## src/design/xuv_pkg.sv

```systemverilog
// Shared types, codes and helper functions for the unwind descriptor validator.
package xuv_pkg;

    // Verdict codes
    localparam logic [3:0] ERR_OK          = 4'd0;
    localparam logic [3:0] ERR_HEADER      = 4'd1;
    localparam logic [3:0] ERR_TRUNCATED   = 4'd2;
    localparam logic [3:0] ERR_ORDER       = 4'd3;
    localparam logic [3:0] ERR_PUSH_VOL    = 4'd4;
    localparam logic [3:0] ERR_ALLOC       = 4'd5;
    localparam logic [3:0] ERR_FPREG       = 4'd6;
    localparam logic [3:0] ERR_SAVE_VOL    = 4'd7;
    localparam logic [3:0] ERR_XMM         = 4'd8;
    localparam logic [3:0] ERR_MACHFRAME   = 4'd9;
    localparam logic [3:0] ERR_OPCODE      = 4'd10;
    localparam logic [3:0] ERR_MULTISLOT   = 4'd11;
    localparam logic [3:0] ERR_PAD         = 4'd12;
    localparam logic [3:0] ERR_INCONSIST   = 4'd13;
    localparam logic [3:0] ERR_BAD_FRAME   = 4'd14;
    localparam logic [3:0] ERR_TRAILING    = 4'd15;

    // Unwind operation codes
    localparam logic [3:0] UOP_PUSH_NONVOL     = 4'd0;
    localparam logic [3:0] UOP_ALLOC_LARGE     = 4'd1;
    localparam logic [3:0] UOP_ALLOC_SMALL     = 4'd2;
    localparam logic [3:0] UOP_SET_FPREG       = 4'd3;
    localparam logic [3:0] UOP_SAVE_NONVOL     = 4'd4;
    localparam logic [3:0] UOP_SAVE_NONVOL_FAR = 4'd5;
    localparam logic [3:0] UOP_SAVE_XMM128     = 4'd8;
    localparam logic [3:0] UOP_SAVE_XMM128_FAR = 4'd9;
    localparam logic [3:0] UOP_PUSH_MACHFRAME  = 4'd10;

    // Header layout and counter limits
    localparam logic [9:0] IDX_VERSION  = 10'd0;
    localparam logic [9:0] IDX_PROLOGUE = 10'd1;
    localparam logic [9:0] IDX_SLOTS    = 10'd2;
    localparam logic [9:0] IDX_FRAME    = 10'd3;
    localparam logic [9:0] HDR_BYTES    = 10'd4;
    localparam logic [9:0] IDX_SAT      = 10'd517;
    localparam logic [7:0] HDR_VERSION_FLAGS = 8'd1;
    localparam logic [8:0] LAST_OFS_RESET    = 9'd256;
    localparam logic [1:0] FP_SAT            = 2'd2;

    // Result of evaluating one head slot
    typedef struct packed {
        logic [3:0] err;
        logic       off_ok;
        logic       fp_inc;
        logic [8:0] next_slot;
    } head_res_t;

    // Nonvolatile general purpose register
    function automatic logic gpr_kept(input logic [3:0] r);
        gpr_kept = (r == 4'd3) || (r == 4'd5) || (r == 4'd6) || (r == 4'd7) ||
                   (r >= 4'd12);
    endfunction

    // Nonvolatile xmm register
    function automatic logic xmm_kept(input logic [3:0] r);
        xmm_kept = (r >= 4'd6);
    endfunction

endpackage

```

## src/design/xuv_head_eval.sv

```systemverilog
// Combinational check of one unwind-code head slot against the walk state.
module xuv_head_eval (
    input  logic [7:0]         op_byte,
    input  logic [7:0]         head_offset,
    input  logic [7:0]         prologue_length,
    input  logic [8:0]         prev_offset,
    input  logic [7:0]         slot_total,
    input  logic [8:0]         slot,
    output xuv_pkg::head_res_t res
);
    import xuv_pkg::*;

    logic [3:0] op;
    logic [3:0] info;
    logic [3:0] op_err;
    logic [1:0] used;
    logic       fp_op;
    logic [7:0] remaining;

    assign op   = op_byte[3:0];
    assign info = op_byte[7:4];
    // slot is below slot_total whenever a head is evaluated
    assign remaining = slot_total - slot[7:0];

    // opcode legality, register class and slot usage
    always_comb begin
        op_err = ERR_OK;
        used   = 2'd1;
        fp_op  = 1'b0;
        unique case (op)
            UOP_PUSH_NONVOL: begin
                if (!gpr_kept(info)) op_err = ERR_PUSH_VOL;
            end
            UOP_ALLOC_LARGE: begin
                if (info > 4'd1) op_err = ERR_ALLOC;
                else used = (info == 4'd0) ? 2'd2 : 2'd3;
            end
            UOP_ALLOC_SMALL: begin
            end
            UOP_SET_FPREG: begin
                if (info != 4'd0) op_err = ERR_FPREG;
                else fp_op = 1'b1;
            end
            UOP_SAVE_NONVOL: begin
                if (!gpr_kept(info)) op_err = ERR_SAVE_VOL;
                else used = 2'd2;
            end
            UOP_SAVE_NONVOL_FAR: begin
                if (!gpr_kept(info)) op_err = ERR_SAVE_VOL;
                else used = 2'd3;
            end
            UOP_SAVE_XMM128: begin
                if (!xmm_kept(info)) op_err = ERR_XMM;
                else used = 2'd2;
            end
            UOP_SAVE_XMM128_FAR: begin
                if (!xmm_kept(info)) op_err = ERR_XMM;
                else used = 2'd3;
            end
            UOP_PUSH_MACHFRAME: begin
                if (info > 4'd1) op_err = ERR_MACHFRAME;
            end
            default: begin
                op_err = ERR_OPCODE;
            end
        endcase
    end

    // offset order first, then opcode checks, then slot room
    always_comb begin
        res.off_ok = (head_offset != 8'd0) && (head_offset <= prologue_length) &&
                     ({1'b0, head_offset} < prev_offset);
        res.fp_inc = 1'b0;
        res.next_slot = slot + {7'd0, used};
        if (!res.off_ok) begin
            res.err = ERR_ORDER;
        end else if (op_err != ERR_OK) begin
            res.err = op_err;
        end else if ({6'd0, used} > remaining) begin
            res.err = ERR_MULTISLOT;
        end else begin
            res.err = ERR_OK;
            res.fp_inc = fp_op;
        end
    end

endmodule

```

## src/design/x64_unwind_info_validator.sv

```systemverilog
// Top level: streaming byte-wise validator for one x64 unwind descriptor.
// A byte is registered at input, then parsed; the verdict of the last byte is
// registered; a last byte waits while a verdict is held and not yet taken.
// Throughput: one byte per cycle from the single parse stage, bar that wait.
// Reset: synchronous active-low aresetn clears parser state and both valids;
// parser state also returns to its reset values after every verdict.
module x64_unwind_info_validator (
    input  logic       aclk,
    input  logic       aresetn,
    input  logic       s_valid,
    output logic       s_ready,
    input  logic [7:0] s_data_byte,
    input  logic       s_last_byte,
    output logic       m_valid,
    input  logic       m_ready,
    output logic       m_descriptor_ok,
    output logic [3:0] m_error_code
);
    import xuv_pkg::*;

    // input register
    logic       in_valid_reg;
    logic [7:0] in_data_reg;
    logic       in_last_reg;
    logic       process_en;

    // parser state
    logic [9:0] byte_index_reg, byte_index_next, byte_index_upd;
    logic [7:0] prologue_length_reg, prologue_length_next, prologue_length_upd;
    logic [7:0] slot_total_reg, slot_total_next, slot_total_upd;
    logic [3:0] frame_reg_reg, frame_reg_next, frame_reg_upd;
    logic [3:0] frame_ofs_reg, frame_ofs_next, frame_ofs_upd;
    logic [8:0] next_head_reg, next_head_next, next_head_upd;
    logic [7:0] held_ofs_reg, held_ofs_next, held_ofs_upd;
    logic [8:0] last_ofs_reg, last_ofs_next, last_ofs_upd;
    logic [1:0] fp_count_reg, fp_count_next, fp_count_upd;
    logic [3:0] first_error_reg, first_error_next, first_error_upd;
    logic       padding_bad_reg, padding_bad_next, padding_bad_upd;
    logic       trailing_bad_reg, trailing_bad_next, trailing_bad_upd;

    // output register
    logic       m_valid_reg;
    logic       m_ok_reg;
    logic [3:0] m_code_reg;

    logic [8:0]  slots_even;
    logic [9:0]  desc_len;
    logic [9:0]  rel_idx;
    logic [8:0]  slot;
    logic        op_half;
    logic [10:0] size;
    logic [3:0]  verdict;
    head_res_t   head;

    // handshake: a non-last byte never waits on the result side
    assign process_en = in_valid_reg && (!in_last_reg || !m_valid_reg || m_ready);
    assign s_ready    = !in_valid_reg || process_en;

    always_ff @(posedge aclk) begin
        if (!aresetn) begin
            in_valid_reg <= 1'b0;
        end else if (s_ready) begin
            in_valid_reg <= s_valid;
        end
        if (s_ready && s_valid) begin
            in_data_reg <= s_data_byte;
            in_last_reg <= s_last_byte;
        end
    end

    // descriptor geometry from the slot count
    assign slots_even = ({1'b0, slot_total_reg} + 9'd1) & ~9'd1;
    assign desc_len   = HDR_BYTES + {slots_even, 1'b0};
    assign rel_idx    = byte_index_reg - HDR_BYTES;
    assign slot       = rel_idx[9:1];
    assign op_half    = rel_idx[0];
    assign size       = {1'b0, byte_index_reg} + 11'd1;

    xuv_head_eval u_head (
        .op_byte          (in_data_reg),
        .head_offset      (held_ofs_reg),
        .prologue_length  (prologue_length_reg),
        .prev_offset      (last_ofs_reg),
        .slot_total       (slot_total_reg),
        .slot             (slot),
        .res              (head)
    );

    // byte parse: header, slot walk, padding, trailing
    always_comb begin
        byte_index_upd      = byte_index_reg;
        prologue_length_upd = prologue_length_reg;
        slot_total_upd      = slot_total_reg;
        frame_reg_upd       = frame_reg_reg;
        frame_ofs_upd       = frame_ofs_reg;
        next_head_upd       = next_head_reg;
        held_ofs_upd        = held_ofs_reg;
        last_ofs_upd        = last_ofs_reg;
        fp_count_upd        = fp_count_reg;
        first_error_upd     = first_error_reg;
        padding_bad_upd     = padding_bad_reg;
        trailing_bad_upd    = trailing_bad_reg;
        priority if (byte_index_reg == IDX_VERSION) begin
            if (in_data_reg != HDR_VERSION_FLAGS) first_error_upd = ERR_HEADER;
        end else if (byte_index_reg == IDX_PROLOGUE) begin
            prologue_length_upd = in_data_reg;
        end else if (byte_index_reg == IDX_SLOTS) begin
            slot_total_upd = in_data_reg;
        end else if (byte_index_reg == IDX_FRAME) begin
            frame_reg_upd = in_data_reg[3:0];
            frame_ofs_upd = in_data_reg[7:4];
        end else if (byte_index_reg >= desc_len) begin
            if (in_data_reg != 8'd0) trailing_bad_upd = 1'b1;
        end else if (slot < {1'b0, slot_total_reg}) begin
            if (first_error_reg == ERR_OK && slot == next_head_reg) begin
                if (!op_half) begin
                    held_ofs_upd = in_data_reg;
                end else begin
                    if (head.off_ok) last_ofs_upd = {1'b0, held_ofs_reg};
                    if (head.err != ERR_OK) begin
                        first_error_upd = head.err;
                    end else begin
                        next_head_upd = head.next_slot;
                        if (head.fp_inc && fp_count_reg < FP_SAT)
                            fp_count_upd = fp_count_reg + 2'd1;
                    end
                end
            end
        end else begin
            if (in_data_reg != 8'd0) padding_bad_upd = 1'b1;
        end
        if (byte_index_reg < IDX_SAT) byte_index_upd = byte_index_reg + 10'd1;
    end

    // verdict in check order, from the updated state
    always_comb begin
        verdict = ERR_OK;
        priority if (byte_index_reg < 10'd3 || first_error_upd == ERR_HEADER) begin
            verdict = ERR_HEADER;
        end else if (size < {1'b0, desc_len}) begin
            verdict = ERR_TRUNCATED;
        end else if (first_error_upd != ERR_OK) begin
            verdict = first_error_upd;
        end else if (padding_bad_upd) begin
            verdict = ERR_PAD;
        end else if (frame_reg_upd == 4'd0) begin
            if (frame_ofs_upd != 4'd0 || fp_count_upd != 2'd0) verdict = ERR_INCONSIST;
        end else begin
            if (!gpr_kept(frame_reg_upd) || fp_count_upd != 2'd1) verdict = ERR_BAD_FRAME;
        end
        if (verdict == ERR_OK && trailing_bad_upd) verdict = ERR_TRAILING;
    end

    // state advance, back to reset values after the verdict
    always_comb begin
        byte_index_next      = byte_index_reg;
        prologue_length_next = prologue_length_reg;
        slot_total_next      = slot_total_reg;
        frame_reg_next       = frame_reg_reg;
        frame_ofs_next       = frame_ofs_reg;
        next_head_next       = next_head_reg;
        held_ofs_next        = held_ofs_reg;
        last_ofs_next        = last_ofs_reg;
        fp_count_next        = fp_count_reg;
        first_error_next     = first_error_reg;
        padding_bad_next     = padding_bad_reg;
        trailing_bad_next    = trailing_bad_reg;
        if (process_en) begin
            if (in_last_reg) begin
                byte_index_next      = 10'd0;
                prologue_length_next = 8'd0;
                slot_total_next      = 8'd0;
                frame_reg_next       = 4'd0;
                frame_ofs_next       = 4'd0;
                next_head_next       = 9'd0;
                held_ofs_next        = 8'd0;
                last_ofs_next        = LAST_OFS_RESET;
                fp_count_next        = 2'd0;
                first_error_next     = ERR_OK;
                padding_bad_next     = 1'b0;
                trailing_bad_next    = 1'b0;
            end else begin
                byte_index_next      = byte_index_upd;
                prologue_length_next = prologue_length_upd;
                slot_total_next      = slot_total_upd;
                frame_reg_next       = frame_reg_upd;
                frame_ofs_next       = frame_ofs_upd;
                next_head_next       = next_head_upd;
                held_ofs_next        = held_ofs_upd;
                last_ofs_next        = last_ofs_upd;
                fp_count_next        = fp_count_upd;
                first_error_next     = first_error_upd;
                padding_bad_next     = padding_bad_upd;
                trailing_bad_next    = trailing_bad_upd;
            end
        end
    end

    always_ff @(posedge aclk) begin
        if (!aresetn) begin
            byte_index_reg      <= 10'd0;
            prologue_length_reg <= 8'd0;
            slot_total_reg      <= 8'd0;
            frame_reg_reg       <= 4'd0;
            frame_ofs_reg       <= 4'd0;
            next_head_reg       <= 9'd0;
            held_ofs_reg        <= 8'd0;
            last_ofs_reg        <= LAST_OFS_RESET;
            fp_count_reg        <= 2'd0;
            first_error_reg     <= ERR_OK;
            padding_bad_reg     <= 1'b0;
            trailing_bad_reg    <= 1'b0;
        end else begin
            byte_index_reg      <= byte_index_next;
            prologue_length_reg <= prologue_length_next;
            slot_total_reg      <= slot_total_next;
            frame_reg_reg       <= frame_reg_next;
            frame_ofs_reg       <= frame_ofs_next;
            next_head_reg       <= next_head_next;
            held_ofs_reg        <= held_ofs_next;
            last_ofs_reg        <= last_ofs_next;
            fp_count_reg        <= fp_count_next;
            first_error_reg     <= first_error_next;
            padding_bad_reg     <= padding_bad_next;
            trailing_bad_reg    <= trailing_bad_next;
        end
    end

    // result register: holds the verdict word until taken
    always_ff @(posedge aclk) begin
        if (!aresetn) begin
            m_valid_reg <= 1'b0;
        end else if (process_en && in_last_reg) begin
            m_valid_reg <= 1'b1;
        end else if (m_ready) begin
            m_valid_reg <= 1'b0;
        end
        if (process_en && in_last_reg) begin
            m_ok_reg   <= (verdict == ERR_OK);
            m_code_reg <= verdict;
        end
    end

    assign m_valid         = m_valid_reg;
    assign m_descriptor_ok = m_ok_reg;
    assign m_error_code    = m_code_reg;

`ifndef ASSERT_OFF
    a_ok_matches_code: assert property (@(posedge aclk) disable iff (!aresetn)
        m_valid_reg |-> (m_ok_reg == (m_code_reg == ERR_OK)))
        else $error("descriptor_ok disagrees with error_code");
    a_state_clears: assert property (@(posedge aclk) disable iff (!aresetn)
        (process_en && in_last_reg) |=> (byte_index_reg == 10'd0 &&
                                         first_error_reg == ERR_OK))
        else $error("parser state not cleared after verdict");
    a_index_sat: assert property (@(posedge aclk) disable iff (!aresetn)
        byte_index_reg <= IDX_SAT)
        else $error("byte index beyond saturation");
    a_fp_sat: assert property (@(posedge aclk) disable iff (!aresetn)
        fp_count_reg <= FP_SAT)
        else $error("set-fpreg count beyond saturation");
    a_last_ofs_nonzero: assert property (@(posedge aclk) disable iff (!aresetn)
        last_ofs_reg != 9'd0)
        else $error("last code offset became zero");
`endif

endmodule

```

## config.mk

```make
export PLATFORM = sky130hd
export DESIGN_NAME = x64_unwind_info_validator
export DESIGN_NICKNAME = d
export VERILOG_FILES = /design/src/design/xuv_pkg.sv /design/src/design/xuv_head_eval.sv /design/src/design/x64_unwind_info_validator.sv
export SDC_FILE = /design/constraint.sdc
export NUM_CORES = 1
export LEC_CHECK = 0
export BUFFER_PORTS_ARGS = -buffer_cell sky130_fd_sc_hd__buf_4
export CORE_ASPECT_RATIO = 0.7
export CORE_UTILIZATION = 25
export CTS_CLUSTER_SIZE = 10
export DETAILED_ROUTE_END_ITERATION = 16
export MAX_ROUTING_LAYER = met4
export PLACE_DENSITY_LB_ADDON = 0.08
export SETUP_SLACK_MARGIN = 0.05
export SYNTH_ARGS = -nofsm -noshare
export SYNTH_HDL_FRONTEND = slang
export SYNTH_HIERARCHICAL = 1
export SYNTH_SLANG_ARGS = --single-unit
```

## constraint.sdc

```tcl
create_clock -name aclk -period 12.01 [get_ports aclk]
set_input_delay 1.201 -clock aclk [delete_from_list [all_inputs] [get_ports aclk]]
set_output_delay 1.201 -clock aclk [all_outputs]
set_load 0.005 [all_outputs]
```

# Yosys cells after proc, flatten, opt, wreduce, memory -nomap -nowiden
# Index checks and enable logic that the tools add are counted.
# totals
register_bits	84
latch_bits	0
ram_bits	0
mem_bits_ro	0
mem_count	0
# op_classes
n_addsub	8
mul	0
div	0
magnitude_cmp	13
n_eq_ne	30
n_shift	0
muxes	117
n_bitwise	0
n_reduce_logical	57
# ops
op	n
$mux W9	20
$mux W4	34
$mux W8	16
$eq A4 B3 Y1 const B	8
$mux W2	16
$pmux W4 S7	1
$logic_not A4 Y1	6
$mux W1	23
$eq A10 B2 Y1 const B	2
$mux W10	2
$reduce_and A10 Y1	2
$reduce_bool A4 Y1	5
$reduce_bool A2 Y1	9
$eq A4 B2 Y1 const B	4
$reduce_bool A8 Y1	2
$logic_or A1 B1 Y1	14
$ne A2 B2 Y1 const B	7
$eq A4 B4 Y1 const B	3
$mux W3	4
$add A10 B1 Y11 const B	1
$lt A11 B10 Y1	1
$add A10 B1 Y10 const B	1
$add A3 B10 Y10 const A	1
$eq A10 B1 Y1 const B	1
29 further kinds	42

# Logic depth before layout (Yosys ltp)
# Gate-level depths: netlist of the first run.
# logic_depth
ltp_word	34
depth_mapped	23

# Cells and area by module
# Netlist of the first run, hierarchy kept.
# by_module_without_submodules
module	instances	cells_per_inst	area_each_um2
x64_unwind_info_validator	1	643	5312.6
xuv_head_eval	1	185	1296.2

# Worst setup path before layout of the first run
# No wires, ideal clock.
# synth_timing
path_type	register to register
startpoint	register byte_index_reg[2]
endpoint	register m_code_reg[0] (netlist: m_error_code[0]), data pin
setup_ps	266
t_arrival_ps	4773
t_required_ps	11744
slack_ps	6972
path_stages_with_launch	24
synth_period_minus_slack_ps	5038
path_cell_list	dfxtp_1 -> clkbuf_1 -> inv_1 -> ha_1 -> buf_6 -> nor3b_4 -> xor2_1 -> inv_1 -> ha_1 -> nor2b_1 -> o21ai_0 -> nor3b_1 -> o2111a_1 -> nand4_2 -> nand4b_1 -> or3_1 -> nor2_1 -> nand3b_1 -> nor4_2 -> nand3_1 -> and2_4 -> o311a_1 -> nand4_2 -> or3b_1
# synth_lines
element	line	source
start, declared	x64_unwind_info_validator.sv:28	logic [9:0] byte_index_reg, byte_index_next, byte_index_upd;
start signal, assigned	x64_unwind_info_validator.sv:214	byte_index_reg <= byte_index_next;
end signal, assigned	x64_unwind_info_validator.sv:240	m_code_reg <= verdict;
end, declared	x64_unwind_info_validator.sv:44	logic [3:0] m_code_reg;

==> qor.txt, run 1 <==
status - completed
starting density of the core - 0.2560
vias per cell - 5.120
Layout Skew - 0.01192 ns
Worst Path Max Fanout - 9
Antenna Nets Post-Route - 0
Longest Clk Path Bufs - 2
power density cells - 83.96 nW/µm²
die width - 196.3 µm
Antenna Cells - 0
Clock Latency Late Sink - 0.36 ns
cell area after layout - 7332 µm²
HPWL after DPL - 16.60 mm
Yosys reg bits - 84
Rows - 49
Reg2Reg Setup Slack - 6.01 ns
Max-Cap Viols - 0
Worst R2R Path Depth - 21
vias - 6078
drt total wl - 22.11 mm
WS Path Type - reg -> reg
clk slew on worst S/H paths - 0.07 ns
Net count, final - 897
max reg flops - 10
Net Count, Synth - 900
Rel. slew slack - 0.2519
number of synthesized flops with an enable pin - 14
Least-Margin Pin Slew - 1.122 ns
dominant cell type by area after synthesis - dfxtp_1
drt initial violations - 518
Total GRT Usage - 0.1718
max-slew violations - 0
fraction of layout cells with a size suffix above 1 - 0.07952
RSZ-0062 raised after global routing - false
total power - 0.6156 mW
Num CTS Buffers - 9
Worst EP required - 12.10 ns
utilization after layout - 0.2841
Hold Crit Depth - 2
Post-synth top flop - dfxtp_1
placed cell area - 7061 µm²
first-pass GRT wire length - 34.35 mm
synth warn - 6
Non-Filler Instances - 1187
fmax - 166.8 MHz
Worst Path Arrival - 6.09 ns
Die Footprint - 27100 µm²
placed insts - 1171
clk root buf - clkbuf_16
post-synth cell types - 84
Synth area leaders - dfxtp_1, ha_1, edfxtp_1
hold path endpoint - last_ofs_reg[8]$_SDFFE_PN1P_
Placer Congestion - 0.8526
syn avg cell area - 7.982 µm²
htree depth - 3
largest net degree at the start of global routing - 57
end of the worst register-to-register path - m_error_code[0]$_DFFE_PP_
CTS tree - done
R2R Path Start - byte_index_reg[2]$_SDFFE_PN0P_
final setup fails - 0
beginning of the worst hold path - last_ofs_reg[8]$_SDFFE_PN1P_
IO buf count - 19
DRC viols - 0
wire per inst - 18.62 µm
io pins - 20
Core Box Area - 25810 µm²
# hold bufs at CTS - 0
grt total ovfl - 0
Final Critical Period - 5.997 ns
pre-CTS setup slack - 6.130 ns
setup total negative slack - 0 ns
ys async rst share - 0
WHS - 0.4633 ns
crit end category - flop
Synth top area share - 0.2120
crit share post-route - 0.4993
Hold Crit Class - reg -> reg
P_leak - 2.855 nW
# clock sinks - 84
final worst setup slack - 6.013 ns
initial antenna violation count - 0
area grow syn2layout - 10.94%
vias in the first global route - 5618
Worst VDD drop - 0.00006281 V
Final Hold Vio Count - 0
post_cts resized - 0
die height - 138.0 µm
post-synthesis sequential area ratio - 0.2757
Post-CTS Repair Setup Buffers - 0
TritonRoute pass-1 iters - 5
Gate Count Post-Synth - 828
crit path launch type - flop
Cell Area, Synth - 6609 µm²
-- cell usage after synthesis (14+ instances only) --
| master | n |
|---|---|
| nor2_1 | 105 |
| dfxtp_1 | 70 |
| a21oi_1 | 62 |
| ha_1 | 57 |
| inv_1 | 55 |
| nand2_1 | 52 |
| nand3_1 | 37 |
| a22oi_1 | 32 |
| clkbuf_1 | 28 |
| xnor2_1 | 26 |
| nor3_1 | 20 |
| o21ai_0 | 20 |
| xor2_1 | 15 |
| edfxtp_1 | 14 |
-- power by group --
| part | switching (mW) | total, mW | internal [mW] |
|---|---|---|---|
| Clock | 0.126 | 0.271 | 0.146 |
| Combinational | 0.0303 | 0.0468 | 0.0164 |
| Sequential | 0.00833 | 0.297 | 0.289 |
-- cells by family (layout without fill, tap and decap cells) --
family,after synthesis,after routing,synth area share
AO/OA/AOI/OAI,208,208,0.2107
AND/OR/NAND/NOR,329,329,0.2645
multiplexers,12,12,0.01836
buffers and inverters,94,96,0.05888
flip-flops,84,84,0.2757
adder cells (fa/ha/maj),59,59,0.1140
XOR/XNOR,42,42,0.05793
-- layout make-up --
class | instances | area [µm²]
well taps | 357 | 446.7
repair buffers | 25 | 187.7
fillers | 2807 | 18480
flip-flops and latches | 84 | 1822
clock buffers | 12 | 246.5
multi-input cells | 650 | 4398
clock inverters | 4 | 25.02
inverters | 55 | 206.4
-- critical path, cell delays in order (launching register included) --
cell	delay, ns
dfxtp_1	0.41
inv_1	0.34
ha_1	0.42
nor3b_4	0.29
xor2_1	0.37
inv_1	0.13
ha_1	0.37
nor2b_1	0.13
o21ai_0	0.09
nor3b_1	0.14
o2111a_1	0.31
nand4_2	0.13
nand4b_1	0.21
or3_1	0.43
nor2_1	0.33
nand3b_1	0.14
nor4_2	0.29
a31oi_1	0.19
o31ai_2	0.33
nand3_1	0.18
nand4_2	0.14
or3b_1	0.36
-- worst max-delay path by stage --
stage          slack, ns  cells past startpoint                   endpoint                           start
3_5_place_dp        6.13                     21  m_error_code[0]$_DFFE_PP_  byte_index_reg[2]$_SDFFE_PN0P_
6_report            6.01                     21  m_error_code[0]$_DFFE_PP_  byte_index_reg[2]$_SDFFE_PN0P_
5_1_grt             5.51                     21  m_error_code[0]$_DFFE_PP_  byte_index_reg[2]$_SDFFE_PN0P_
2_1_floorplan       6.97                     23  m_error_code[0]$_DFFE_PP_  byte_index_reg[2]$_SDFFE_PN0P_
3_3_place_gp        6.32                     21  m_error_code[0]$_DFFE_PP_  byte_index_reg[2]$_SDFFE_PN0P_
4_1_cts             6.07                     21  m_error_code[0]$_DFFE_PP_  byte_index_reg[2]$_SDFFE_PN0P_
-- placed cells by master (no fill, tap or decap), types with 14 or more instances in the layout --
cell and instances:
nand3_1 37, xnor2_1 26, nand2_1 52, xor2_1 15, a21oi_1 62, buf_4 25
inv_1 54, o21ai_0 20, a22oi_1 32, nor3_1 20, nor2_1 105, dfxtp_1 70
edfxtp_1 14, ha_1 57
-- metal layers --
layer  global-route usage  vias to the layer above  share of wire
met4              0.03372                        0         0.0095
met1               0.2672                     2896           0.55
met5                    -                        -              0
met2               0.2195                      175           0.38
li1                     -                     2987              -
met3              0.03684                       20          0.059
No activity file was read; power rests on OpenSTA's default activity.
==> inputs of run 2 (changes only) <==
--- a/config.mk
+++ b/config.mk
@@ -5,6 +5,7 @@
 export SDC_FILE = /design/constraint.sdc
 export NUM_CORES = 1
 export LEC_CHECK = 0
+export ABC_AREA = 1
 export BUFFER_PORTS_ARGS = -buffer_cell sky130_fd_sc_hd__buf_4
 export CORE_ASPECT_RATIO = 0.7
 export CORE_UTILIZATION = 25
==> constraint.sdc (replaced) <==
create_clock -name aclk -period 5.2 [get_ports aclk]
set_input_delay 0.52 -clock aclk [delete_from_list [all_inputs] [get_ports aclk]]
set_output_delay 0.52 -clock aclk [all_outputs]
set_load 0.005 [all_outputs]
==> run 2 against run 1 <==
  * Highest routed layer unchanged
  * Sequential share of layout area down 1.5 points
  * Largest cell class unchanged
  * Clock power rose to 2.6 times the previous value
  * Flip-flop and latch count stayed put
==> qor.txt, run 2 <==
post_cts resized - 0 (unchanged)
Net Count, Synth - 1079 (was 900)
# clock sinks - 84 (unchanged)
number of synthesized flops with an enable pin - 14 (unchanged)
dominant cell type by area after synthesis - dfxtp_1 (unchanged)
most frequent cells in the layout - nand2_1, inv_1, nor2_1, a21oi_1, dfxtp_1 (was nor2_1, dfxtp_1, a21oi_1, ha_1, inv_1)
storage element area - 1823 µm² (was 1822 µm²)
die width - 200.6 µm (was 196.3 µm)
Core Box Area - 26900 µm² (was 25810 µm²)
Worst Path Arrival - 4.67 ns (was 6.09 ns)
Worst VDD drop - 0.0001464 V (was 0.00006281 V)
Gate Count Post-Synth - 1007 (was 828)
Synth top area share - 0.2030 (was 0.2120)
Least-Margin Pin Slew - 0.9327 ns (was 1.122 ns)
Total GRT Usage - 0.1659 (was 0.1718)
Worst Path Max Fanout - 8 (was 9)
Antenna Cells - 0 (unchanged)
initial antenna violation count - 1 (was 0)
CP max stage cell - dfxtp_1 (was or3_1)
CP peak stage delay - 0.59 ns (was 0.43 ns)
RSZ-0062 raised after global routing - false (unchanged)
htree depth - 3 (unchanged)
WS Path Type - reg -> reg (unchanged)
die height - 141.0 µm (was 138.0 µm)
Post-synth top flop - dfxtp_1 (unchanged)
starting density of the core - 0.2567 (was 0.2560)
cell with the most instances after synthesis - nand2_1 (was nor2_1)
crit end category - flop (unchanged)
area grow syn2layout - 13.30% (was 10.94%)
drt initial violations - 409 (was 518)
vias per cell - 4.479 (was 5.120)
fraction of layout cells with a size suffix above 1 - 0.1527 (was 0.07952)
crit path launch type - flop (unchanged)
Synth area leaders - dfxtp_1, nand2_1, ha_1 (was dfxtp_1, ha_1, edfxtp_1)
DRC viols - 0 (unchanged)
Final Hold Vio Count - 0 (unchanged)
final setup fails - 0 (unchanged)
CTS tree - done (unchanged)
Longest Clk Path Bufs - 2 (unchanged)
max reg flops - 10 (unchanged)
vias - 6266 (was 6078)
Post-CTS Repair Setup Buffers - 0 (unchanged)
HPWL after DPL - 17.75 mm (was 16.60 mm)
Max-Cap Viols - 0 (unchanged)
io pins - 20 (unchanged)
post-synth cell types - 61 (was 84)
Antenna Nets Post-Route - 0 (unchanged)
synth warn - 6 (unchanged)
Fillers - 3023 (was 2807)
Clock Latency Late Sink - 0.36 ns (about the same)
TritonRoute pass-1 iters - 5 (unchanged)
setup total negative slack - 0 ns (unchanged)
clk slew on worst S/H paths - 0.07 ns (about the same)
status - completed (unchanged)
Die Footprint - 28300 µm² (was 27100 µm²)
largest net degree at the start of global routing - 35 (was 57)
syn avg cell area - 6.856 µm² (was 7.982 µm²)
Worst EP required - 5.30 ns (was 12.10 ns)
ys async rst share - 0 (unchanged)
commonest non-fill, non-tap cell in the layout - nand2_1 (was nor2_1)
fmax - 218.8 MHz (was 166.8 MHz)
clk root buf - clkbuf_16 (unchanged)
grt total ovfl - 0 (unchanged)
Commonest cells post-synth - nand2_1, inv_1, nor2_1 (was nor2_1, dfxtp_1, a21oi_1)
Hold Crit Class - in -> reg (was reg -> reg)
vias in the first global route - 5892 (was 5618)
IO buf count - 19 (unchanged)
utilization after layout - 0.2908 (was 0.2841)
Placer Congestion - 0.8677 (was 0.8526)
Rows - 50 (was 49)
P_leak - 3.491 nW (was 2.855 nW)
crit share post-route - 0.8789 (was 0.4993)
Num CTS Buffers - 9 (unchanged)
first-pass GRT wire length - 34.83 mm (was 34.35 mm)
Cell Area, Synth - 6904 µm² (was 6609 µm²)
# hold bufs at CTS - 0 (unchanged)
Layout Skew - 0.008110 ns (was 0.01192 ns)
Net count, final - 1102 (was 897)
Multi-input gate area - 4339 µm² (was 4398 µm²)
max-slew violations - 0 (unchanged)
Final Critical Period - 4.570 ns (was 5.997 ns)
power density cells - 212.8 nW/µm² (was 83.96 nW/µm²)
Most Frequent Cell on Critical Path - nand3_1
Rel. slew slack - 0.3725 (was 0.2519)
drt total wl - 21.84 mm (was 22.11 mm)
wire per inst - 15.61 µm (was 18.62 µm)
Yosys reg bits - 84 (unchanged)
post-synthesis sequential area ratio - 0.2639 (was 0.2757)
-- run 2: cell types whose count changed after synthesis, sizes merged, moves of 15 or more --
cell / change
xnor2: -19
a21oi: +18
a22oi: -32
nand3: +39
and2: -15
inv: +111
clkbuf: -16
nand2: +190
-- run 2: layer usage --
metal  vias up  global-route usage  share of wire
met4         0             0.03736          0.010
met3        12             0.03005          0.035
met2        87              0.2158           0.37
met1      2857              0.2554           0.58
met5         -                   -              0
li1       3310                   -              -
-- run 2: power breakdown --
group          internal (mW)  leakage, nW  switching (mW)  total (mW)
Clock                  0.403        0.153           0.295       0.698
Sequential             0.677        0.702          0.0231       0.700
Combinational         0.0875         2.64           0.179       0.266
Total                   1.17         3.49           0.497        1.66
-- run 2: per-stage QoR --
step                instances  instance area, µm²  power, mW  worst slack (ns)  hold slack, ns
floorplan                1007                6904     0.8901            0.9429          0.4289
global placement         1383                7488     0.9820            0.3930          0.4543
detailed placement       1383                7488     0.9786            0.3819          0.4551
CTS                      1399                7799      1.693            0.3544          0.3188
global route             1399                7823      1.751            0.1376          0.3204
finish                   1399                7823      1.665            0.6299          0.3366
-- run 2: final timing paths --
check | startpoint | endpoint | slack [ns] | depth (start not counted)
setup reg to reg | byte_index_reg[5]$_SDFFE_PN0P_ | m_error_code[3]$_DFFE_PP_ | 0.63 | 29
setup / recovery | byte_index_reg[5]$_SDFFE_PN0P_ | m_error_code[3]$_DFFE_PP_ | 0.63 | 29
hold reg to reg | last_ofs_reg[0]$_SDFFE_PN0P_ | last_ofs_reg[0]$_SDFFE_PN0P_ | 0.47 | 2
hold / removal | s_data_byte[7] | in_data_reg[7]$_DFFE_PP_ | 0.34 | 1
-- run 2: layout make-up --
type	instances	share of cell area
well taps	364	0.05822
inverters	171	0.08269
flip-flops and latches	84	0.2330
clock inverters	5	0.007198
repair buffers	33	0.03167
multi-input cells	731	0.5547
clock buffers	11	0.03247
-- run 2: cells by family (layout without fill, tap and decap cells) --
kind of cell,Yosys count,after routing,share of synthesized area
flip-flops,84,84,0.2639
buffers and inverters,192,220,0.1105
AO/OA/AOI/OAI,155,155,0.1290
AND/OR/NAND/NOR,491,491,0.3514
XOR/XNOR,26,26,0.03606
adder cells (fa/ha/maj),59,59,0.1091
-- run 2: critical path, delay by kind of cell, from the launching register on --
family	cells	cell delay (ns)
AO/OA/AOI/OAI	3	0.48
XOR/XNOR	1	0.27
adder cells (fa/ha/maj)	1	0.35
buffers and inverters	4	0.39
flip-flops	1	0.59
AND/OR/NAND/NOR	20	2.21
==> inputs of run 3 (changes only) <==
==> constraint.sdc (replaced) <==
create_clock -name aclk -period 5.25 [get_ports aclk]
set_input_delay 0.525 -clock aclk [delete_from_list [all_inputs] [get_ports aclk]]
set_output_delay 0.525 -clock aclk [all_outputs]
set_load 0.005 [all_outputs]
==> run 3 against run 2 <==
  * Critical path depth shrank 2
  * Cell area up 0.11%
  * First-iteration DRC count shrank 3.9%
  * Setup slack got worse by 0.079 ns
  * Fmax fell by 2.8%
==> qor.txt, run 3 (synthesis gave the netlist of run 2 again) <==
post_cts resized - 0 (unchanged)
Final Hold Vio Count - 0 (unchanged)
largest net degree at the start of global routing - 36 (was 35)
Rows - 50 (unchanged)
Final Critical Period - 4.700 ns (was 4.570 ns)
vias - 6238 (was 6266)
Clock Latency Late Sink - 0.36 ns (about the same)
Worst VDD drop - 0.0001536 V (was 0.0001464 V)
crit path launch type - flop (unchanged)
Num CTS Buffers - 9 (unchanged)
crit end category - flop (unchanged)
vias per cell - 4.462 (was 4.479)
RSZ-0062 raised after global routing - false (unchanged)
starting density of the core - 0.2567 (unchanged)
Layout Skew - 0.008307 ns (was 0.008110 ns)
Post-CTS Repair Setup Buffers - 0 (unchanged)
Hold Crit Class - in -> reg (unchanged)
first-pass GRT wire length - 34.64 mm (was 34.83 mm)
Rel. slew slack - 0.4005 (was 0.3725)
grt total ovfl - 0 (unchanged)
Net count, final - 1101 (was 1102)
Total GRT Usage - 0.1651 (was 0.1659)
Worst EP required - 5.35 ns (was 5.30 ns)
Antenna Nets Post-Route - 0 (unchanged)
WHS - 0.3389 ns (was 0.3366 ns)
wire per inst - 15.53 µm (was 15.61 µm)
drt initial violations - 393 (was 409)
setup total negative slack - 0 ns (unchanged)
fmax - 212.8 MHz (was 218.8 MHz)
# hold bufs at CTS - 0 (unchanged)
most frequent cells in the layout - nand2_1, inv_1, nor2_1, a21oi_1, dfxtp_1 (unchanged)
power density cells - 219.3 nW/µm² (was 212.8 nW/µm²)
Die Footprint - 28300 µm² (unchanged)
Antenna Cells - 0 (unchanged)
status - completed (unchanged)
fraction of layout cells with a size suffix above 1 - 0.1509 (was 0.1527)
Worst Path Arrival - 4.80 ns (was 4.67 ns)
P_leak - 3.507 nW (was 3.491 nW)
clk slew on worst S/H paths - 0.07 ns (about the same)
max reg flops - 10 (unchanged)
vias in the first global route - 5919 (was 5892)
io pins - 20 (unchanged)
htree depth - 3 (unchanged)
final setup fails - 0 (unchanged)
DRC viols - 0 (unchanged)
clk root buf - clkbuf_16 (unchanged)
IO buf count - 19 (unchanged)
area grow syn2layout - 13.43% (was 13.30%)
Core Box Area - 26900 µm² (unchanged)
Worst Path Max Fanout - 9 (was 8)
Longest Clk Path Bufs - 2 (unchanged)
Max-Cap Viols - 0 (unchanged)
drt total wl - 21.71 mm (was 21.84 mm)
Placer Congestion - 0.8545 (was 0.8677)
TritonRoute pass-1 iters - 5 (unchanged)
HPWL after DPL - 17.58 mm (was 17.75 mm)
die height - 141.0 µm (unchanged)
commonest non-fill, non-tap cell in the layout - nand2_1 (unchanged)
Least-Margin Pin Slew - 0.8910 ns (was 0.9327 ns)
initial antenna violation count - 1 (unchanged)
CTS tree - done (unchanged)
crit share post-route - 0.8952 (was 0.8789)
WS Path Type - reg -> reg (unchanged)
# clock sinks - 84 (unchanged)
max-slew violations - 0 (unchanged)
die width - 200.6 µm (unchanged)
run 3: stage by stage:
step	util	total power, mW	cells	setup slack, ns	instance area (µm²)
6_report	0.2911	1.717	1398	0.5504	7831
4_1_cts	0.2908	1.741	1398	0.4363	7824
2_1_floorplan	-	0.8816	1007	0.9929	6904
3_5_place_dp	0.2781	0.9666	1382	0.4534	7481
5_1_grt	0.2911	1.798	1398	0.03735	7831
3_3_place_gp	0.2781	0.9694	1382	0.4893	7481
run 3: critical path, stage by stage (launching register included):
cell	delay, ns
dfxtp_1	0.32
inv_2	0.21
ha_1	0.33
nand2_1	0.08
nand2_1	0.06
nand2_1	0.14
inv_1	0.13
inv_1	0.11
ha_1	0.38
a21oi_1	0.31
nand4_2	0.14
nand2_2	0.10
nor2_4	0.05
nand3_2	0.08
nand3_1	0.13
nor4_2	0.34
inv_1	0.10
nor3_1	0.14
nand3_1	0.11
nand3b_1	0.17
o21ai_1	0.18
nand3_1	0.12
nor2_1	0.11
nor2_1	0.06
nor2_2	0.09
nand3_2	0.09
and3_4	0.19
o21bai_1	0.14
run 3: final cells by class:
class                           instances  area (µm²)
Fill cell                            3019       19070
Multi-Input combinational cell        731        4325
Sequential cell                        84        1823
Inverter                              171       644.4
Tap cell                              364       455.4
Clock buffer                           11       242.7
Timing Repair Buffer                   32       240.2
Clock inverter                          5       100.1
run 3: final timing paths:
check,from,end,slack (ns),cells past startpoint
setup / recovery,byte_index_reg[2]$_SDFFE_PN0P_,m_error_code[3]$_DFFE_PP_,0.55,27
setup reg to reg,byte_index_reg[2]$_SDFFE_PN0P_,m_error_code[3]$_DFFE_PP_,0.55,27
hold reg to reg,last_ofs_reg[2]$_SDFFE_PN0P_,last_ofs_reg[2]$_SDFFE_PN0P_,0.47,2
hold / removal,s_data_byte[0],in_data_reg[0]$_DFFE_PP_,0.34,1
run 3: metal layers:
layer	track usage	vias up	routed length, µm
met1	0.2579	2817	12830
li1	-	3302	-
met3	0.02913	13	807
met2	0.2129	106	7900
met5	-	-	0
met4	0.03174	0	167
run 3: report_power, final:
| group | total (mW) | switching (mW) | internal (mW) |
|---|---|---|---|
| registers | 0.694 | 0.0228 | 0.671 |
| clock network | 0.765 | 0.288 | 0.477 |
| logic | 0.259 | 0.173 | 0.0852 |
